### src/sv/hsc_pkg.sv
// Shared types, constants and commutation tables for the Hall six-step commutator.
// No dependencies; every other file imports this package.
package hsc_pkg;

  localparam int unsigned PWM_STEPS   = 1024;
  localparam int unsigned COUNT_WIDTH = 16;

  localparam int unsigned HALL_W   = 3;
  localparam int unsigned DUTY_W   = 11;
  localparam int unsigned TRIG_E_W = 10;
  localparam int unsigned PERIOD_W = 16;
  localparam int unsigned FREQ_W   = 20;
  localparam int unsigned CFG_W    = 20;
  localparam int unsigned CFG_IDX_W = 2;
  localparam int unsigned DIV_CNT_W = $clog2(FREQ_W);

  // Configuration register indexes
  localparam logic [CFG_IDX_W-1:0] REG_DUTY      = 2'd0;
  localparam logic [CFG_IDX_W-1:0] REG_DIR       = 2'd1;
  localparam logic [CFG_IDX_W-1:0] REG_ENABLE    = 2'd2;
  localparam logic [CFG_IDX_W-1:0] REG_TICK_RATE = 2'd3;

  localparam logic [FREQ_W-1:0]   FREQ_MAX       = '1;
  localparam logic [FREQ_W-1:0]   TICK_RATE_RST  = FREQ_W'(50000);
  localparam logic [DUTY_W-1:0]   DUTY_MAX       = DUTY_W'(PWM_STEPS);

  // Hall codes that bound the speed measurement
  localparam logic [HALL_W-1:0] HALL_SPEED_A = 3'b001;
  localparam logic [HALL_W-1:0] HALL_SPEED_B = 3'b101;

  typedef struct packed {
    logic step;      // beat accepted: evaluate the tick
    logic div_run;   // advance the divider one bit
    logic load_out;  // capture the result beat
  } hsc_cmd_t;

  typedef struct packed {
    logic need_div;  // the accepted tick latches a nonzero period
    logic div_last;  // divider is on its final bit
  } hsc_sts_t;

  // Phase numbers: 1..3, 0 means none
  function automatic logic [1:0] low_phase(input logic dir, input logic [HALL_W-1:0] hall);
    logic [1:0] p;
    case (hall)
      3'd1:    p = dir ? 2'd2 : 2'd1;
      3'd2:    p = dir ? 2'd1 : 2'd3;
      3'd3:    p = dir ? 2'd2 : 2'd3;
      3'd4:    p = dir ? 2'd3 : 2'd2;
      3'd5:    p = dir ? 2'd3 : 2'd1;
      3'd6:    p = dir ? 2'd1 : 2'd2;
      default: p = 2'd0;
    endcase
    return p;
  endfunction

  function automatic logic [1:0] high_phase(input logic dir, input logic [HALL_W-1:0] hall);
    return low_phase(!dir, hall);
  endfunction

endpackage

### src/sv/hsc_ctrl.sv
// Sequencer for the Hall six-step commutator: accept, divide, hand off result.
// Depends on hsc_pkg.
module hsc_ctrl (
  input  logic            clk,
  input  logic            rst_n,
  input  logic            in_valid,
  output logic            in_ready,
  output logic            out_valid,
  input  logic            out_ready,
  input  hsc_pkg::hsc_sts_t sts,
  output hsc_pkg::hsc_cmd_t cmd
);
  import hsc_pkg::*;

  localparam logic [1:0] ST_IDLE = 2'd0;
  localparam logic [1:0] ST_DIV  = 2'd1;
  localparam logic [1:0] ST_DONE = 2'd2;

  logic [1:0] state_r, state_nxt;
  logic       out_valid_r, out_valid_nxt;

  assign in_ready  = (state_r == ST_IDLE);
  assign out_valid = out_valid_r;

  always_comb begin
    state_nxt    = state_r;
    cmd          = '0;
    case (state_r)
      ST_IDLE: begin
        if (in_valid) begin
          cmd.step  = 1'b1;
          state_nxt = sts.need_div ? ST_DIV : ST_DONE;
        end
      end
      ST_DIV: begin
        cmd.div_run = 1'b1;
        if (sts.div_last) state_nxt = ST_DONE;
      end
      ST_DONE: begin
        if (!out_valid_r || out_ready) begin
          cmd.load_out = 1'b1;
          state_nxt    = ST_IDLE;
        end
      end
      default: state_nxt = ST_IDLE;
    endcase
  end

  always_comb begin
    out_valid_nxt = out_valid_r;
    if (cmd.load_out) out_valid_nxt = 1'b1;
    else if (out_ready) out_valid_nxt = 1'b0;
  end

  always_ff @(posedge clk) begin
    if (!rst_n) begin
      state_r     <= ST_IDLE;
      out_valid_r <= 1'b0;
    end else begin
      state_r     <= state_nxt;
      out_valid_r <= out_valid_nxt;
    end
  end

endmodule

### src/sv/hsc_datapath.sv
// Datapath of the Hall six-step commutator: config, gate state, idle counter,
// bit-serial frequency divider and result register. Depends on hsc_pkg.
module hsc_datapath (
  input  logic                          clk,
  input  logic                          rst_n,
  input  logic                          cfg_we,
  input  logic [hsc_pkg::CFG_IDX_W-1:0] cfg_index,
  input  logic [hsc_pkg::CFG_W-1:0]     cfg_wdata,
  input  logic [hsc_pkg::HALL_W-1:0]    in_hall_bits,
  input  hsc_pkg::hsc_cmd_t             cmd,
  output hsc_pkg::hsc_sts_t             sts,
  output logic                          out_commutated,
  output logic [hsc_pkg::DUTY_W-1:0]    out_phase1_compare,
  output logic [hsc_pkg::DUTY_W-1:0]    out_phase2_compare,
  output logic [hsc_pkg::DUTY_W-1:0]    out_phase3_compare,
  output logic [hsc_pkg::HALL_W-1:0]    out_low_side_mask,
  output logic                          out_sense_enable,
  output logic [hsc_pkg::TRIG_E_W-1:0]  out_trigger_early,
  output logic [hsc_pkg::DUTY_W-1:0]    out_trigger_late,
  output logic                          out_speed_update,
  output logic [hsc_pkg::PERIOD_W-1:0]  out_period_ticks,
  output logic [hsc_pkg::FREQ_W-1:0]    out_hall_freq_hz
);
  import hsc_pkg::*;

  // Configuration
  logic [DUTY_W-1:0] duty_r;
  logic              dir_r;
  logic              enable_r;
  logic [FREQ_W-1:0] tick_rate_r;

  always_ff @(posedge clk) begin
    if (!rst_n) begin
      duty_r      <= '0;
      dir_r       <= 1'b1;
      enable_r    <= 1'b0;
      tick_rate_r <= TICK_RATE_RST;
    end else if (cfg_we) begin
      case (cfg_index)
        REG_DUTY:      duty_r      <= cfg_wdata[DUTY_W-1:0];
        REG_DIR:       dir_r       <= cfg_wdata[0];
        REG_ENABLE:    enable_r    <= cfg_wdata[0];
        REG_TICK_RATE: tick_rate_r <= cfg_wdata[FREQ_W-1:0];
        default: ;
      endcase
    end
  end

  // Drive state
  logic [HALL_W-1:0]      hall_prev_r;
  logic [COUNT_WIDTH-1:0] idle_cnt_r;
  logic [DUTY_W-1:0]      cmp_r [3];
  logic [HALL_W-1:0]      low_mask_r;
  logic                   sense_r;
  logic [TRIG_E_W-1:0]    trig_early_r;
  logic [DUTY_W-1:0]      trig_late_r;
  logic [COUNT_WIDTH-1:0] period_r;
  logic [FREQ_W-1:0]      freq_r;
  logic                   commutated_r;
  logic                   speed_upd_r;

  logic              changed, latch;
  logic [DUTY_W-1:0] duty_sat;
  logic [DUTY_W:0]   late_sum;
  logic [1:0]        lo_ph, hi_ph;

  assign changed  = (hall_prev_r != in_hall_bits);
  assign latch    = ((in_hall_bits == HALL_SPEED_A) && (hall_prev_r == HALL_SPEED_B)) ||
                    ((in_hall_bits == HALL_SPEED_B) && (hall_prev_r == HALL_SPEED_A));
  assign duty_sat = (duty_r > DUTY_MAX) ? DUTY_MAX : duty_r;
  assign late_sum = {1'b0, duty_sat} + (DUTY_W+1)'(PWM_STEPS);
  assign lo_ph    = low_phase(dir_r, in_hall_bits);
  assign hi_ph    = high_phase(dir_r, in_hall_bits);

  assign sts.need_div = enable_r && latch && (idle_cnt_r != '0);

  // Restoring divider: tick_rate / period, one quotient bit a cycle
  logic [COUNT_WIDTH-1:0] div_rem_r;
  logic [COUNT_WIDTH-1:0] div_den_r;
  logic [FREQ_W-1:0]      div_q_r;
  logic [DIV_CNT_W-1:0]   div_cnt_r;
  logic [COUNT_WIDTH:0]   div_trial;
  logic                   div_ge;
  logic [COUNT_WIDTH:0]   div_diff;

  assign div_trial    = {div_rem_r, div_q_r[FREQ_W-1]};
  assign div_ge       = (div_trial >= {1'b0, div_den_r});
  assign div_diff     = div_trial - {1'b0, div_den_r};
  assign sts.div_last = (div_cnt_r == DIV_CNT_W'(FREQ_W - 1));

  always_ff @(posedge clk) begin
    if (cmd.step) begin
      div_rem_r <= '0;
      div_den_r <= idle_cnt_r;
      div_q_r   <= tick_rate_r;
      div_cnt_r <= '0;
    end else if (cmd.div_run) begin
      div_rem_r <= div_ge ? div_diff[COUNT_WIDTH-1:0] : div_trial[COUNT_WIDTH-1:0];
      div_q_r   <= {div_q_r[FREQ_W-2:0], div_ge};
      div_cnt_r <= div_cnt_r + DIV_CNT_W'(1);
    end
  end

  always_ff @(posedge clk) begin
    if (!rst_n) begin
      hall_prev_r  <= '0;
      idle_cnt_r   <= '0;
      cmp_r[0]     <= '0;
      cmp_r[1]     <= '0;
      cmp_r[2]     <= '0;
      low_mask_r   <= '0;
      sense_r      <= 1'b0;
      trig_early_r <= '0;
      trig_late_r  <= '0;
      period_r     <= '0;
      freq_r       <= '0;
      commutated_r <= 1'b0;
      speed_upd_r  <= 1'b0;
    end else begin
      if (cmd.step) begin
        commutated_r <= enable_r && changed;
        speed_upd_r  <= enable_r && latch;
        if (enable_r) begin
          hall_prev_r <= in_hall_bits;
          if (latch) begin
            idle_cnt_r <= '0;
            period_r   <= idle_cnt_r;
            if (idle_cnt_r == '0) freq_r <= FREQ_MAX;
          end else if (!changed && (idle_cnt_r != '1)) begin
            idle_cnt_r <= idle_cnt_r + COUNT_WIDTH'(1);
          end
          if (changed) begin
            cmp_r[0]     <= (hi_ph == 2'd1) ? duty_sat : '0;
            cmp_r[1]     <= (hi_ph == 2'd2) ? duty_sat : '0;
            cmp_r[2]     <= (hi_ph == 2'd3) ? duty_sat : '0;
            low_mask_r   <= {lo_ph == 2'd3, lo_ph == 2'd2, lo_ph == 2'd1};
            sense_r      <= (lo_ph == 2'd1);
            trig_early_r <= duty_sat[DUTY_W-1:1];
            trig_late_r  <= late_sum[DUTY_W:1];
          end
        end
      end
      if (cmd.div_run && sts.div_last) freq_r <= {div_q_r[FREQ_W-2:0], div_ge};
    end
  end

  // Result register: holds the beat while the consumer stalls
  always_ff @(posedge clk) begin
    if (cmd.load_out) begin
      out_commutated     <= commutated_r;
      out_phase1_compare <= cmp_r[0];
      out_phase2_compare <= cmp_r[1];
      out_phase3_compare <= cmp_r[2];
      out_low_side_mask  <= low_mask_r;
      out_sense_enable   <= sense_r;
      out_trigger_early  <= trig_early_r;
      out_trigger_late   <= trig_late_r;
      out_speed_update   <= speed_upd_r;
      out_period_ticks   <= period_r[PERIOD_W-1:0];
      out_hall_freq_hz   <= freq_r;
    end
  end

endmodule

### src/sv/hall_six_step_commutator.sv
// Top level of the Hall six-step commutator: sequencer plus datapath.
// Depends on hsc_pkg, hsc_ctrl and hsc_datapath.
//
//   Channel  Handshake              Payload
//   in_      in_valid / in_ready    in_hall_bits (one control tick)
//   out_     out_valid / out_ready  commutation, trigger and speed fields
//   cfg_     cfg_we (no wait)       cfg_index, cfg_wdata
//
// Flow: a tick is accepted only in idle; its result beat is loaded from the done
// state once the result register is free, after the divider state when the tick
// latches a nonzero period, since the Hall frequency comes from a restoring divider
// that produces one of its 20 quotient bits per cycle. The next tick is accepted
// from the cycle after the result is captured.
// Reset (synchronous, active low) clears the sequencer, drive state and config.
// A stalled output holds its beat in the result register; at most one finished
// beat waits there while the next tick is being worked on.
module hall_six_step_commutator (
  input  logic                          clk,
  input  logic                          rst_n,
  input  logic                          cfg_we,
  input  logic [hsc_pkg::CFG_IDX_W-1:0] cfg_index,
  input  logic [hsc_pkg::CFG_W-1:0]     cfg_wdata,
  input  logic                          in_valid,
  output logic                          in_ready,
  input  logic [hsc_pkg::HALL_W-1:0]    in_hall_bits,
  output logic                          out_valid,
  input  logic                          out_ready,
  output logic                          out_commutated,
  output logic [hsc_pkg::DUTY_W-1:0]    out_phase1_compare,
  output logic [hsc_pkg::DUTY_W-1:0]    out_phase2_compare,
  output logic [hsc_pkg::DUTY_W-1:0]    out_phase3_compare,
  output logic [hsc_pkg::HALL_W-1:0]    out_low_side_mask,
  output logic                          out_sense_enable,
  output logic [hsc_pkg::TRIG_E_W-1:0]  out_trigger_early,
  output logic [hsc_pkg::DUTY_W-1:0]    out_trigger_late,
  output logic                          out_speed_update,
  output logic [hsc_pkg::PERIOD_W-1:0]  out_period_ticks,
  output logic [hsc_pkg::FREQ_W-1:0]    out_hall_freq_hz
);
  import hsc_pkg::*;

  hsc_cmd_t cmd;
  hsc_sts_t sts;

  // Sequencer: accept a tick, run the divider when needed, hand off the beat
  hsc_ctrl u_ctrl (
    .clk       (clk),
    .rst_n     (rst_n),
    .in_valid  (in_valid),
    .in_ready  (in_ready),
    .out_valid (out_valid),
    .out_ready (out_ready),
    .sts       (sts),
    .cmd       (cmd)
  );

  // Datapath: gate table lookup, idle counter, divider and result register
  hsc_datapath u_dp (
    .clk                (clk),
    .rst_n              (rst_n),
    .cfg_we             (cfg_we),
    .cfg_index          (cfg_index),
    .cfg_wdata          (cfg_wdata),
    .in_hall_bits       (in_hall_bits),
    .cmd                (cmd),
    .sts                (sts),
    .out_commutated     (out_commutated),
    .out_phase1_compare (out_phase1_compare),
    .out_phase2_compare (out_phase2_compare),
    .out_phase3_compare (out_phase3_compare),
    .out_low_side_mask  (out_low_side_mask),
    .out_sense_enable   (out_sense_enable),
    .out_trigger_early  (out_trigger_early),
    .out_trigger_late   (out_trigger_late),
    .out_speed_update   (out_speed_update),
    .out_period_ticks   (out_period_ticks),
    .out_hall_freq_hz   (out_hall_freq_hz)
  );

endmodule
### config.mk
export PLATFORM = sky130hd
export DESIGN_NAME = hall_six_step_commutator
export DESIGN_NICKNAME = d
export VERILOG_FILES = /design/src/sv/hsc_pkg.sv /design/src/sv/hsc_ctrl.sv /design/src/sv/hsc_datapath.sv /design/src/sv/hall_six_step_commutator.sv
export SDC_FILE = /design/constraint.sdc
export NUM_CORES = 1
export LEC_CHECK = 0
export BUFFER_PORTS_ARGS = -buffer_cell sky130_fd_sc_hd__buf_2
export CAP_MARGIN = 30
export CORE_MARGIN = 2
export CORE_UTILIZATION = 40
export CTS_BUF_LIST = sky130_fd_sc_hd__clkbuf_8
export CTS_CLUSTER_DIAMETER = 120
export DETAILED_ROUTE_END_ITERATION = 6
export GPL_TIMING_DRIVEN = 0
export HOLD_SLACK_MARGIN = 0.02
export PLACE_DENSITY = 0.68
export RECOVER_POWER = 100
export REMOVE_ABC_BUFFERS = 1
export SETUP_SLACK_MARGIN = 0.05
export SLEW_MARGIN = 40
export SYNTH_ARGS = -nofsm -noshare
export SYNTH_HDL_FRONTEND = slang
export SYNTH_SLANG_ARGS = --single-unit
### constraint.sdc
create_clock -name clk -period 6.1 [get_ports clk]
set_clock_uncertainty 0.2 [all_clocks]
set_input_delay 0.61 -clock clk [delete_from_list [all_inputs] [get_ports clk]]
set_output_delay 0.61 -clock clk [all_outputs]
set_load 0.005 [all_outputs]
==> results by group, run 1 <==
Routing
  – Detailed-route wire length: around 24 mm
  – Average routed wire per standard cell: approximately 15 um
  – Vias/cell: about 5.0
  – DRT Pass-1 Iters: 4
  – Via count: between 7000 and 8000
  – Number of nets with antenna violations after detailed routing: 0
  – DRC violation total after the first TritonRoute iteration: 590
  – DRC viols: 0

GRT
  – Met3 capacity usage during global routing: 0.03182
  – Via count of the first global-routing pass: 7417
  – Number of antenna violations at the first check in global routing: 1
  – Met1 Resource Use GR: 0.2021
  – GRT met2 Usage: 0.2732
  – Pin count of the biggest net entering global routing: between 50 and 60
  – Total routing usage reported by global routing: 0.1609
  – Grt peak-use layer: met2
  – Global-route wire length before repair: ~38 mm
  – GR Overflow Total: 0

Worst setup path
  – CP required: 6.38 ns
  – Maximum fanout count along the critical path: 29
  – Setup Crit Path Kind: reg -> reg
  – Critical Path Source Type: flop
  – Data arrival at the endpoint of the critical path: 4.74 ns
  – Endpoint kind of the worst setup timing path: flop

Place
  – Number of placed instances with taps included: 1459
  – Final weighted congestion in routability-driven placement: about 0.85
  – Port Buffer Count: about 130
  – HPWL Detailed: 15.63 mm

Final layout
  – Nets: 1177
  – FF+latch area: 7187 um^2
  – Multi-input gate area in the final layout: around 3800 um^2
  – Layout fillers: approximately 2600
  – Post-layout instance count excluding filler cells: ~1500
  – Area Overhead vs Synth: 14.32%
  – Fraction of final layout cells with drive strength greater than 1: 0.1556
  – Final core area utilization: 0.4658

Timing
  – Max Slew Vio Count: 89
  – Final clock period utilization by the worst path: 0.7303
  – RSZ-0062 raised after global routing: no
  – Worst slew pin tran: approximately 2.3 ns
  – Final-report hold violation count: 0
  – Count of final setup violators: 0
  – Achievable clock frequency: roughly 0.22 GHz
  – Relative max-transition margin: -0.5221
  – Post-route minimum period: approximately 4.5 ns

Clock network
  – Total of cells resized after clock tree synthesis: 0
  – Cts bufs inserted: 44
  – Clock latency of the later-clocked register in the worst-skew pair: between 0.5 and 0.6 ns
  – Sinks on Clock Net: around 280
  – Worst-path clk slew: 0.06 ns
  – Clock tree from TritonCTS: yes
  – # Post-CTS Setup Buffers: 0
  – Deepest clock path buffer count: 3
  – Count of hold buffers inserted by post-cts repair: 0
  – Number of H-tree branching levels: 2
  – Library cell used as clock root buffer: clkbuf_8

Yosys
  – Mean instance size in the synthesized netlist: approximately 11 um^2
  – Top post-synthesis cells by count: nand2_1 (201), edfxtp_1 (154), dfxtp_1 (128)
  – Synth top area cells: edfxtp_1 (41%), dfxtp_1 (23%), nand2_1 (6.6%)
  – Netlist cell types: between 60 and 70
  – Biggest area consumer among synthesized cells: edfxtp_1
  – Post-synth top area share: 0.4075
  – Most frequent cell after synthesis: nand2_1
  – Count of mapped cells out of synthesis: between 1000 and 1500
  – Most used flip-flop cell after synthesis: edfxtp_1
  – Seq cells post-synth: ~280
  – Total of warnings raised by yosys: 0
  – EDFF count, synth: 154
  – Sequential share of the synthesized area: 0.6332
  – Post-synthesis instance area: 11350 um^2
  – Share of async-settable or async-resettable flops after synthesis: 0

Power
  – Leakage Power: approximately 4.9 nW
  – Pwr per Cell Area: ~300 nW/um^2
  – Clock share of power: 0.371
  – Switch share: 0.2465
  – Sequential power share: 0.555
  – Worst supply voltage drop on vdd: ~0.00014 V
  – Internal portion of total power: between 0.002 and 0.003 W
  – Combinational Power Share: 0.073
  – Switching component of the power: 0.0009547 W

Die
  – I/O pin count: ~130
  – Initial cell density of the core: 0.4074
  – Area enclosed by the die boundary: ~30000 um^2
  – Core Footprint: around 28000 um^2
  – Die width: approximately 170 um
  – Count of standard-cell rows: between 60 and 70
  – Vertical die dimension: 172.4 um

Hold path
  – Worst hold-check path type: in -> reg

Outcome
  – Outcome: complete, but fails checks
  – Violations in the final reports: max-capacitance violations, max-slew violations

Job
  – Max-cap violation count: 2
cell families (layout without fill, tap and decap cells):
| logic type | after synthesis | in the layout | synth area share |
|---|---|---|---|
| AO/OA/AOI/OAI | 156 | 156 | 0.1062 |
| XOR/XNOR | 31 | 31 | 0.02458 |
| adder cells (fa/ha/maj) | 20 | 20 | 0.02271 |
| buffers and inverters | 92 | 249 | 0.03704 |
| flip-flops | 282 | 282 | 0.6332 |
| multiplexers | 15 | 15 | 0.01323 |
| other | 0 | 2 | 0 |
| AND/OR/NAND/NOR | 410 | 410 | 0.1630 |
layout by cell type (no fill, tap or decap), types with 3 or more instances in the layout:
| master | Yosys | final |
|---|---|---|
| a211oi_1 | 6 | 6 |
| a211oi_2 | 6 | 6 |
| a21boi_0 | 39 | 39 |
| a21o_1 | 3 | 3 |
| a21oi_1 | 15 | 15 |
| a31oi_1 | 7 | 7 |
| a32oi_1 | 3 | 3 |
| and2_0 | 0 | 4 |
| and2_1 | 10 | 6 |
| and3_1 | 8 | 7 |
| buf_2 | 11 | 81 |
| clkbuf_1 | 36 | 53 |
| clkbuf_8 | 0 | 46 |
| clkinv_1 | 1 | 8 |
| clkinv_2 | 0 | 5 |
| dfxtp_1 | 128 | 128 |
| edfxtp_1 | 154 | 154 |
| ha_1 | 19 | 19 |
| inv_1 | 28 | 47 |
| mux2i_1 | 15 | 15 |
| nand2_1 | 201 | 200 |
| nand2b_1 | 9 | 8 |
| nand3_1 | 63 | 63 |
| nand4_1 | 8 | 8 |
| nor2_1 | 69 | 69 |
| nor2b_1 | 19 | 18 |
| nor3_1 | 5 | 5 |
| nor4_1 | 3 | 3 |
| o211a_1 | 3 | 3 |
| o211ai_1 | 6 | 6 |
| o21ai_0 | 27 | 28 |
| o221a_2 | 20 | 20 |
| xnor2_1 | 24 | 24 |
| xor2_1 | 6 | 6 |
layout make-up:
| type | instances | area share |
|---|---|---|
| Timing Repair Buffer | 138 | 0.04947 |
| Clock buffer | 46 | 0.04879 |
| Clock inverter | 36 | 0.01302 |
| Inverter | 29 | 0.008486 |
| Antenna cell | 2 | 0.0003857 |
| Sequential cell | 282 | 0.5539 |
| Tap cell | 378 | 0.03645 |
| Multi-Input combinational cell | 632 | 0.2895 |
flip-flops by register name, summed over array words and instances (netlist names), 5 cells and up:
register	flops
u_dp.out_hall_freq_hz	20
u_dp.period_r	16
u_dp.div_rem_r	16
u_dp.out_period_ticks	16
u_dp.out_trigger_late	11
u_dp.tick_rate_r	20
out_phase2_compare	11
u_dp.cmp_r	33
u_dp.duty_r	11
u_dp.freq_r	20
u_dp.trig_late_r	11
u_dp.idle_cnt_r	16
out_phase3_compare	11
u_dp.div_q_r	20
out_phase1_compare	11
u_dp.div_cnt_r	5
u_dp.div_den_r	16
metal layers:
layer,vias to the layer above,routed length [um]
li1,3791,-
met1,3636,10410
met2,163,11490
met3,50,1129
met4,0,638
met5,-,0
power by group through the flow:
stage	logic [W]	clock network (W)	registers, W
global route	0.000321	0.00156	0.00216
CTS	0.000309	0.00149	0.00215
global placement	0.000281	0	0.00220
floorplan	0.000161	0	0.00219
detailed placement	0.000307	0	0.00219
finish	0.000283	0.00144	0.00215
worst paths after layout:
| path | startpoint | endpoint | slack [ns] | depth (start not counted) |
|---|---|---|---|---|
| max reg2reg | u_ctrl.state_r[1]$_SDFFE_PN0P_ | u_dp.freq_r[13]$_SDFFE_PN0P_ | 1.65 | 6 |
| min reg2reg | u_dp.cmp_r[0][23]$_SDFFCE_PN0P_ | out_phase3_compare[1]$_DFFE_PP_ | 0.21 | 0 |
| max | u_ctrl.state_r[1]$_SDFFE_PN0P_ | u_dp.freq_r[13]$_SDFFE_PN0P_ | 1.65 | 6 |
| min | cfg_wdata[14] | u_dp.tick_rate_r[14]$_SDFFE_PN1P_ | 0.07 | 3 |
critical path: stages, from the launching register on:
cell      delay [ns]
dfxtp_1         0.39
nor2_1          0.27
nand3_1         0.26
or2_0           0.93
o21ai_0         1.36
clkbuf_1        0.64
o221a_2         0.33
stage by stage:
stage / area (um^2) / setup TNS [ns] / power (W) / hold WS, ns / setup WS, ns
2_1_floorplan: 11040 / 0 / 0.002354 / 0.2003 / 1.170
3_3_place_gp: 12150 / -90.97 / 0.002481 / 0.2020 / -1.077
3_5_place_dp: 12370 / 0 / 0.002497 / 0.2045 / 2.119
4_1_cts: 13170 / 0 / 0.003945 / 0.04198 / 2.237
5_1_grt: 12970 / 0 / 0.004044 / 0.06572 / 1.193
6_report: 12970 / 0 / 0.003874 / 0.06858 / 1.645
No activity file was read; power rests on OpenSTA's default activity.
==> run 2, diff against run 1 <==
--- a/config.mk
+++ b/config.mk
@@ -5,6 +5,7 @@
 export SDC_FILE = /design/constraint.sdc
 export NUM_CORES = 1
 export LEC_CHECK = 0
+export ABC_AREA = 1
 export BUFFER_PORTS_ARGS = -buffer_cell sky130_fd_sc_hd__buf_2
 export CAP_MARGIN = 30
 export CORE_MARGIN = 2
==> constraint.sdc (replaced) <==
create_clock -name clk -period 4.5 [get_ports clk]
set_clock_uncertainty 0.2 [all_clocks]
set_input_delay 0.45 -clock clk [delete_from_list [all_inputs] [get_ports clk]]
set_output_delay 0.45 -clock clk [all_outputs]
set_load 0.005 [all_outputs]
==> run 2 against run 1 <==
The run ends with max-capacitance violations left; register-to-register slack worse by 0.76 ns; sequential share of layout area down 2.9 points; clock power increased by 47%; critical path type unchanged; critical endpoint is now u_dp.div_q_r[10]$_DFFE_PP_; hold slack got worse by 0.019 ns; non-clock buffer count grew 28; largest power group unchanged; global-route usage increased by 0.54 points; sequential cell count did not move; final area increased by 5.6%.
==> results by group, run 2 <==
Final layout
  – Area Overhead vs Synth: 16.69%
  – Most used cells in the layout excluding fill and tap cells: nand2_1 (218), inv_1 (163), edfxtp_1 (154), nor2_1 (147), dfxtp_1 (128)
  – Fraction of final layout cells with drive strength greater than 1: 0.1234 (-0.03221)
  – Max reg flops: 33 (unchanged)
  – Final standard cell area without fillers: 13700 um^2 (+5.6%)
  – Register with the most flip-flops: u_dp.cmp_r
  – Number of antenna cells inserted: 0 (-2)
  – Most common library cell in the layout ignoring fill and taps: nand2_1
  – Nets: 1439 (+22%)

Worst setup path
  – CP required: 4.47 ns (-1.91 ns)
  – Maximum fanout count along the critical path: 26 (-10%)
  – Data arrival at the endpoint of the critical path: 3.58 ns (-1.16 ns)
  – Critical Path Source Type: flop
  – Endpoint kind of the worst setup timing path: flop
  – Setup Crit Path Kind: reg -> reg

Yosys
  – Most used flip-flop cell after synthesis: edfxtp_1
  – Count of mapped cells out of synthesis: 1232 (+22%)
  – Total of warnings raised by yosys: 0 (unchanged)
  – Biggest area consumer among synthesized cells: edfxtp_1
  – Synth top area cells: edfxtp_1 (39%), dfxtp_1 (22%), nand2_1 (6.9%)
  – Seq cells post-synth: 282 (unchanged)
  – Post-synthesis instance area: 11740 um^2 (+3.4%)
  – Sequential share of the synthesized area: 0.6123 (-0.02093)
  – Mean instance size in the synthesized netlist: 9.527 um^2 (-16%)
  – Netlist cell types: 42 (-37%)
  – Top post-synthesis cells by count: nand2_1 (216), edfxtp_1 (154), nor2_1 (149)
  – Synth Area in XOR/XNOR: 0.01343 (-0.01115)
  – EDFF count, synth: 154 (unchanged)
  – Compound-Gate Fraction of Synth Area: 0.08219 (-0.02398)
  – Simple-gate area share of the yosys netlist: 0.1955 (+0.03245)
  – Post-synthesis share of cell area spent on full adders, half adders and majority gates: 0.02196 (-0.0007505)
  – Post-synth top area share: 0.3940 (-0.01346)
  – Proportion of synthesized area in mux cells: 0 (-0.01323)
  – Share of async-settable or async-resettable flops after synthesis: 0 (unchanged)
  – Main combinational cell family by area after synthesis: simple AND/OR/NAND/NOR gates
  – Most frequent cell after synthesis: nand2_1

Place
  – Port Buffer Count: 127 (unchanged)
  – HPWL Detailed: 17.95 mm (+15%)
  – Post-placement cell area: 12670 um^2 (+2.5%)
  – Final weighted congestion in routability-driven placement: 0.9135 (+7.0%)

Timing
  – Achievable clock frequency: 0.2769 GHz (+23%)
  – Worst slew pin tran: 1.486 ns (-0.7973 ns)
  – Count of final setup violators: 0 (unchanged)
  – Max Slew Vio Count: 0 (-100%)
  – Final-report hold violation count: 0 (unchanged)
  – RSZ-0062 raised after global routing: no
  – Final clock period utilization by the worst path: 0.8025 (+0.07218)
  – Post-route minimum period: 3.611 ns (-0.8436 ns)
  – Min Hold Slack: 0.04963 ns (-0.01895 ns)
  – Relative max-transition margin: 0.009481 (+0.5315)

Die
  – Area enclosed by the die boundary: 30730 um^2 (+3.3%)
  – Count of standard-cell rows: 62 (+1.6%)
  – Initial cell density of the core: 0.4078 (+0.0004234)
  – Vertical die dimension: 175.3 um (+1.7%)
  – Core Footprint: 28780 um^2 (+3.3%)
  – Die width: 175.3 um (+1.7%)
  – I/O pin count: 128 (unchanged)

Clock network
  – Clock tree from TritonCTS: yes
  – Library cell used as clock root buffer: clkbuf_8
  – # Post-CTS Setup Buffers: 0 (unchanged)
  – Cts bufs inserted: 45 (+2.3%)
  – Deepest clock path buffer count: 3 (unchanged)
  – Clock latency of the later-clocked register in the worst-skew pair: 0.56 ns (about the same)
  – Worst-path clk slew: 0.06 ns (about the same)
  – Number of H-tree branching levels: 2 (unchanged)
  – Sinks on Clock Net: 282 (unchanged)

GRT
  – Total routing usage reported by global routing: 0.1662 (+0.005362)
  – Pin count of the biggest net entering global routing: 71 (+20%)
  – Number of antenna violations at the first check in global routing: 0 (-1)
  – Global-route wire length before repair: 41.43 mm (+9.7%)
  – Via count of the first global-routing pass: 8223 (+11%)
  – GR Overflow Total: 0 (unchanged)

Routing
  – Number of nets with antenna violations after detailed routing: 0 (unchanged)
  – Average routed wire per standard cell: 14.44 um (-5.9%)
  – Via count: 8811 (+15%)
  – DRT Pass-1 Iters: 5 (+1)
  – Vias/cell: 4.868 (-1.7%)
  – Detailed-route wire length: 26.13 mm (+10%)
  – DRC viols: 0 (unchanged)
  – DRC violation total after the first TritonRoute iteration: 679 (+15%)

Power
  – Total power draw: 0.006733 W (+74%)
  – Internal portion of total power: 0.004673 W (+60%)
  – Leakage Power: 5.864 nW (+21%)
  – Sequential power share: 0.467 (-0.088)
  – Switching component of the power: 0.002060 W (+120%)
  – Worst supply voltage drop on vdd: 0.0002000 V (+39%)
  – Clock share of power: 0.315 (-0.056)
  – Switch share: 0.3060 (+0.05951)
  – Pwr per Cell Area: 491.6 nW/um^2 (+65%)
  – Combinational Power Share: 0.218 (+0.145)

Hold path
  – Worst hold-check path type: in -> reg

Outcome
  – Violations in the final reports: max-capacitance violations
  – Outcome: complete, but fails checks

Job
  – Max-cap violation count: 1 (-1)
-- run 2: cell types whose count changed in the layout (fill, tap and decap cells not counted), moves of 20 or more --
cell / change
inv_1: +116
nor2_1: +78
a21oi_1: +54
o221a_2: -20
dlygate4sd3_1: +23
nand3_1: +28
o21ai_0: +78
a21boi_0: -39
-- run 2: critical path, cell delays in order (launching register included) --
cell and delay, ns:
dfxtp_1 0.35, inv_1 0.06, nor2_1 1.05, nor2_1 0.59
inv_1 0.96
-- run 2: stage by stage --
stage | util | setup TNS (ns) | cells | setup slack [ns]
after floorplan | - | -219.86 | 1176 | -2.587
after global routing | 0.4759 | 0 | 1810 | 0.5588
after global placement | 0.4356 | -490.64 | 1687 | -5.786
after CTS | 0.4792 | 0 | 1809 | 1.234
after detailed placement | 0.4404 | 0 | 1702 | 1.099
final | 0.4759 | 0 | 1810 | 0.8889
-- run 2: worst paths after layout --
| path | startpoint | to | slack, ns | depth (start not counted) |
|---|---|---|---|---|
| max | u_ctrl.state_r[0]$_SDFFE_PN0P_ | u_dp.div_q_r[10]$_DFFE_PP_ | 0.89 | 4 |
| min | cfg_index[0] | u_dp.enable_r$_SDFFE_PN0P_ | 0.05 | 3 |
| min reg2reg | u_dp.cmp_r[0][16]$_SDFFCE_PN0P_ | out_phase2_compare[5]$_DFFE_PP_ | 0.22 | 0 |
| max reg2reg | u_ctrl.state_r[0]$_SDFFE_PN0P_ | u_dp.div_q_r[10]$_DFFE_PP_ | 0.89 | 4 |
-- run 2: kinds of logic after synthesis --
kind of cell / after synthesis
compound gates: 187
xor+xnor: 18
fa+ha+maj: 20
buf+inv: 205
flops: 282
simple gates: 520
-- run 2: area by class of cell --
cell class | count | area (um^2)
clock buffers | 49 | 674.4
inverters | 149 | 559.3
multi-input cells | 745 | 3675
fillers | 2671 | 15080
flip-flops and latches | 282 | 7187
clock inverters | 35 | 211.5
well taps | 384 | 480.5
repair buffers | 166 | 909.6
-- run 2: what timing repair did --
| action | in CTS | in global routing |
|---|---|---|
| gates resized for setup | 0 | 0 |
| hold buffers | 23 | 0 |
| endpoints found under the hold margin | 32 | 0 |
-- run 2: per-layer routing --
layer,wire [um],GRT usage,vias up
li1,-,-,4400
met4,500,0.05486,0
met2,12210,0.2723,229
met5,0,0,-
met3,1417,0.03117,42
met1,12000,0.2228,4140
-- run 2: power by group through the flow --
stage / logic (W) / registers [W] / clock network, W
finish: 0.00147 / 0.00315 / 0.00212
detailed placement: 0.00146 / 0.00320 / 0
global route: 0.00167 / 0.00317 / 0.00229
floorplan: 0.000970 / 0.00322 / 0
CTS: 0.00149 / 0.00315 / 0.00218
global placement: 0.00140 / 0.00324 / 0
==> run 3, diff against run 2 <==
==> constraint.sdc (replaced) <==
create_clock -name clk -period 3.8 [get_ports clk]
set_clock_uncertainty 0.2 [all_clocks]
set_input_delay 0.38 -clock clk [delete_from_list [all_inputs] [get_ports clk]]
set_output_delay 0.38 -clock clk [all_outputs]
set_load 0.005 [all_outputs]
==> run 3 against run 2 <==
The run now ends clean; non-clock buffer count grew 2; die area unchanged; sequential share of layout area down 0.096 points; hold slack worse by 0.011 ns; register-to-register slack worse by 0.37 ns; clock power rose by 18%; combinational power grew 18%; cell count rose by 0.11%; final area rose by 0.18%; via count is essentially flat; critical path type unchanged; largest cell class unchanged.
==> results by group, run 3 (synthesis results as in run 2) <==
Outcome
  – Outcome: finished clean

Final layout
  – Most used cells in the layout excluding fill and tap cells: nand2_1 (218), inv_1 (163), edfxtp_1 (154), nor2_1 (147), dfxtp_1 (128)
  – Final standard cell area without fillers: 13720 um^2 (+0.18%)
  – Multi-input gate area in the final layout: 3675 um^2 (unchanged)
  – Post-layout instance count excluding filler cells: 1812 (+0.11%)
  – FF+latch area: 7187 um^2 (unchanged)
  – Area Overhead vs Synth: 16.91%
  – Most common library cell in the layout ignoring fill and taps: nand2_1
  – Max reg flops: 33 (unchanged)
  – Number of antenna cells inserted: 0 (unchanged)
  – Fraction of final layout cells with drive strength greater than 1: 0.1232 (-0.0001729)
  – Register with the most flip-flops: u_dp.cmp_r
  – Layout fillers: 2667 (-0.15%)
  – Nets: 1441 (+0.14%)

Routing
  – Average routed wire per standard cell: 14.45 um (about the same)
  – Vias/cell: 4.859 (-0.18%)
  – DRC violation total after the first TritonRoute iteration: 701 (+3.2%)
  – Detailed-route wire length: 26.18 mm (+0.19%)
  – Number of nets with antenna violations after detailed routing: 0 (unchanged)
  – Via count: 8805 (-0.068%)
  – DRC viols: 0 (unchanged)
  – DRT Pass-1 Iters: 5 (unchanged)

Worst setup path
  – Endpoint kind of the worst setup timing path: flop
  – R2r endpoint: u_dp.out_hall_freq_hz[15]$_DFFE_PP_
  – Maximum fanout count along the critical path: 9 (-65%)
  – Data arrival at the endpoint of the critical path: 3.32 ns (-0.26 ns)
  – Launching point of the worst reg2reg path: u_ctrl.state_r[1]$_SDFFE_PN0P_
  – R2r worst-path depth: 8 (+4)
  – Critical Path Source Type: flop
  – Startpoint of the worst setup timing path: u_ctrl.state_r[1]$_SDFFE_PN0P_
  – CP required: 3.85 ns (-0.62 ns)
  – Setup Crit Path Kind: reg -> reg
  – Timing endpoint of the critical path: u_dp.out_hall_freq_hz[15]$_DFFE_PP_
  – FF-to-FF setup slack: 0.52 ns (-0.37 ns)

Clock network
  – Deepest clock path buffer count: 3 (unchanged)
  – Number of H-tree branching levels: 2 (unchanged)
  – # Post-CTS Setup Buffers: 0 (unchanged)
  – Worst-path clk slew: 0.06 ns (about the same)
  – Clock latency of the later-clocked register in the worst-skew pair: 0.56 ns (about the same)
  – Library cell used as clock root buffer: clkbuf_8
  – Clock tree from TritonCTS: yes
  – Sinks on Clock Net: 282 (unchanged)
  – Cts bufs inserted: 45 (unchanged)

Hold path
  – Hold Path Origin: out_ready
  – Worst hold-check path type: in -> reg

Place
  – Final weighted congestion in routability-driven placement: 0.9135 (unchanged)
  – HPWL Detailed: 17.95 mm (unchanged)
  – Post-placement cell area: 12670 um^2 (unchanged)
  – Port Buffer Count: 127 (unchanged)
  – Number of placed instances with taps included: 1702 (unchanged)

Die
  – Vertical die dimension: 175.3 um (unchanged)
  – Initial cell density of the core: 0.4078 (unchanged)
  – Count of standard-cell rows: 62 (unchanged)
  – Area enclosed by the die boundary: 30730 um^2 (unchanged)
  – Die width: 175.3 um (unchanged)
  – Core Footprint: 28780 um^2 (unchanged)
  – I/O pin count: 128 (unchanged)

Timing
  – Worst slew pin tran: 1.419 ns (-0.06633 ns)
  – RSZ-0062 raised after global routing: no
  – Relative max-transition margin: 0.05370 (+0.04422)
  – Final clock period utilization by the worst path: 0.8626 (+0.06010)
  – Max Slew Vio Count: 0 (unchanged)
  – Count of final setup violators: 0 (unchanged)
  – Final-report hold violation count: 0 (unchanged)
  – Achievable clock frequency: 0.3051 GHz (+10%)
  – Post-route minimum period: 3.278 ns (-0.3333 ns)

Power
  – Leakage Power: 5.887 nW (+0.39%)
  – Pwr per Cell Area: 581.8 nW/um^2 (+18%)
  – Total power draw: 0.007983 W (+19%)
  – Worst supply voltage drop on vdd: 0.0002360 V (+18%)

GRT
  – GR Overflow Total: 0 (unchanged)
  – Total routing usage reported by global routing: 0.1665 (+0.0002814)
  – Via count of the first global-routing pass: 8242 (+0.23%)
  – Global-route wire length before repair: 41.52 mm (+0.20%)
  – Number of antenna violations at the first check in global routing: 0 (unchanged)
  – Pin count of the biggest net entering global routing: 71 (unchanged)

Job
  – Max-cap violation count: 0 (-1)
run 3: cell count changes in the layout (fill, tap and decap cells not counted):
cell	delta
buf_2	-1
buf_4	+2
clkbuf_2	-1
dlygate4sd3_1	+2
run 3: how the worst min path moves through the flow:
| stage | end | cells after the start |
|---|---|---|
| floorplan | u_dp.out_hall_freq_hz[0]$_DFFE_PP_ | 0 |
| global placement | out_phase3_compare[3]$_DFFE_PP_ | 0 |
| detailed placement | out_phase1_compare[1]$_DFFE_PP_ | 0 |
| CTS | u_dp.hall_prev_r[0]$_SDFFE_PN0P_ | 3 |
| global route | u_ctrl.out_valid$_SDFFE_PN0P_ | 3 |
| finish | u_ctrl.out_valid$_SDFFE_PN0P_ | 3 |
run 3: repair_timing:
item                      4_1_cts  5_1_grt
gates resized for setup         0        0
hold endpoints to repair       35        0
hold buffers                   25        0
run 3: critical path: stages, from the launching register on:
cell,delay [ns]
dfxtp_1,0.38
inv_1,0.11
nor3_1,0.60
clkbuf_1,0.41
buf_4,0.25
clkbuf_1,0.34
buf_4,0.25
buf_4,0.19
buf_2,0.23
run 3: per-layer routing:
layer	track usage	vias to the layer above	wire, um
li1	-	4402	-
met5	0	-	0
met2	0.2726	230	12220
met3	0.03117	43	1494
met1	0.2231	4130	11960
met4	0.05556	0	500
run 3: cell type report:
cell class	count	area share
Timing Repair Buffer	168	0.06811
Tap cell	384	0.03501
Inverter	149	0.04076
Clock buffer	49	0.04915
Sequential cell	282	0.5238
Clock inverter	35	0.01541
Multi-Input combinational cell	745	0.2678
run 3: power by group:
part	leakage (nW)	internal [W]	switching (W)	total, W
registers	2.55	0.00360	0.000127	0.00373
logic	2.83	0.000600	0.00114	0.00174
clock network	0.505	0.00134	0.00118	0.00251
total	5.89	0.00554	0.00245	0.00798
run 3: per-stage QoR:
stage          utilization  setup WS (ns)  hold WS, ns  setup TNS, ns
6_report            0.4768         0.5222      0.03824              0
5_1_grt             0.4768         0.2094      0.04060              0
3_5_place_dp        0.4404         0.4691       0.2045              0
3_3_place_gp        0.4356         -6.416       0.2015        -551.39
4_1_cts             0.4799         0.5337      0.02399              0
2_1_floorplan            -         -3.225       0.1994        -274.11
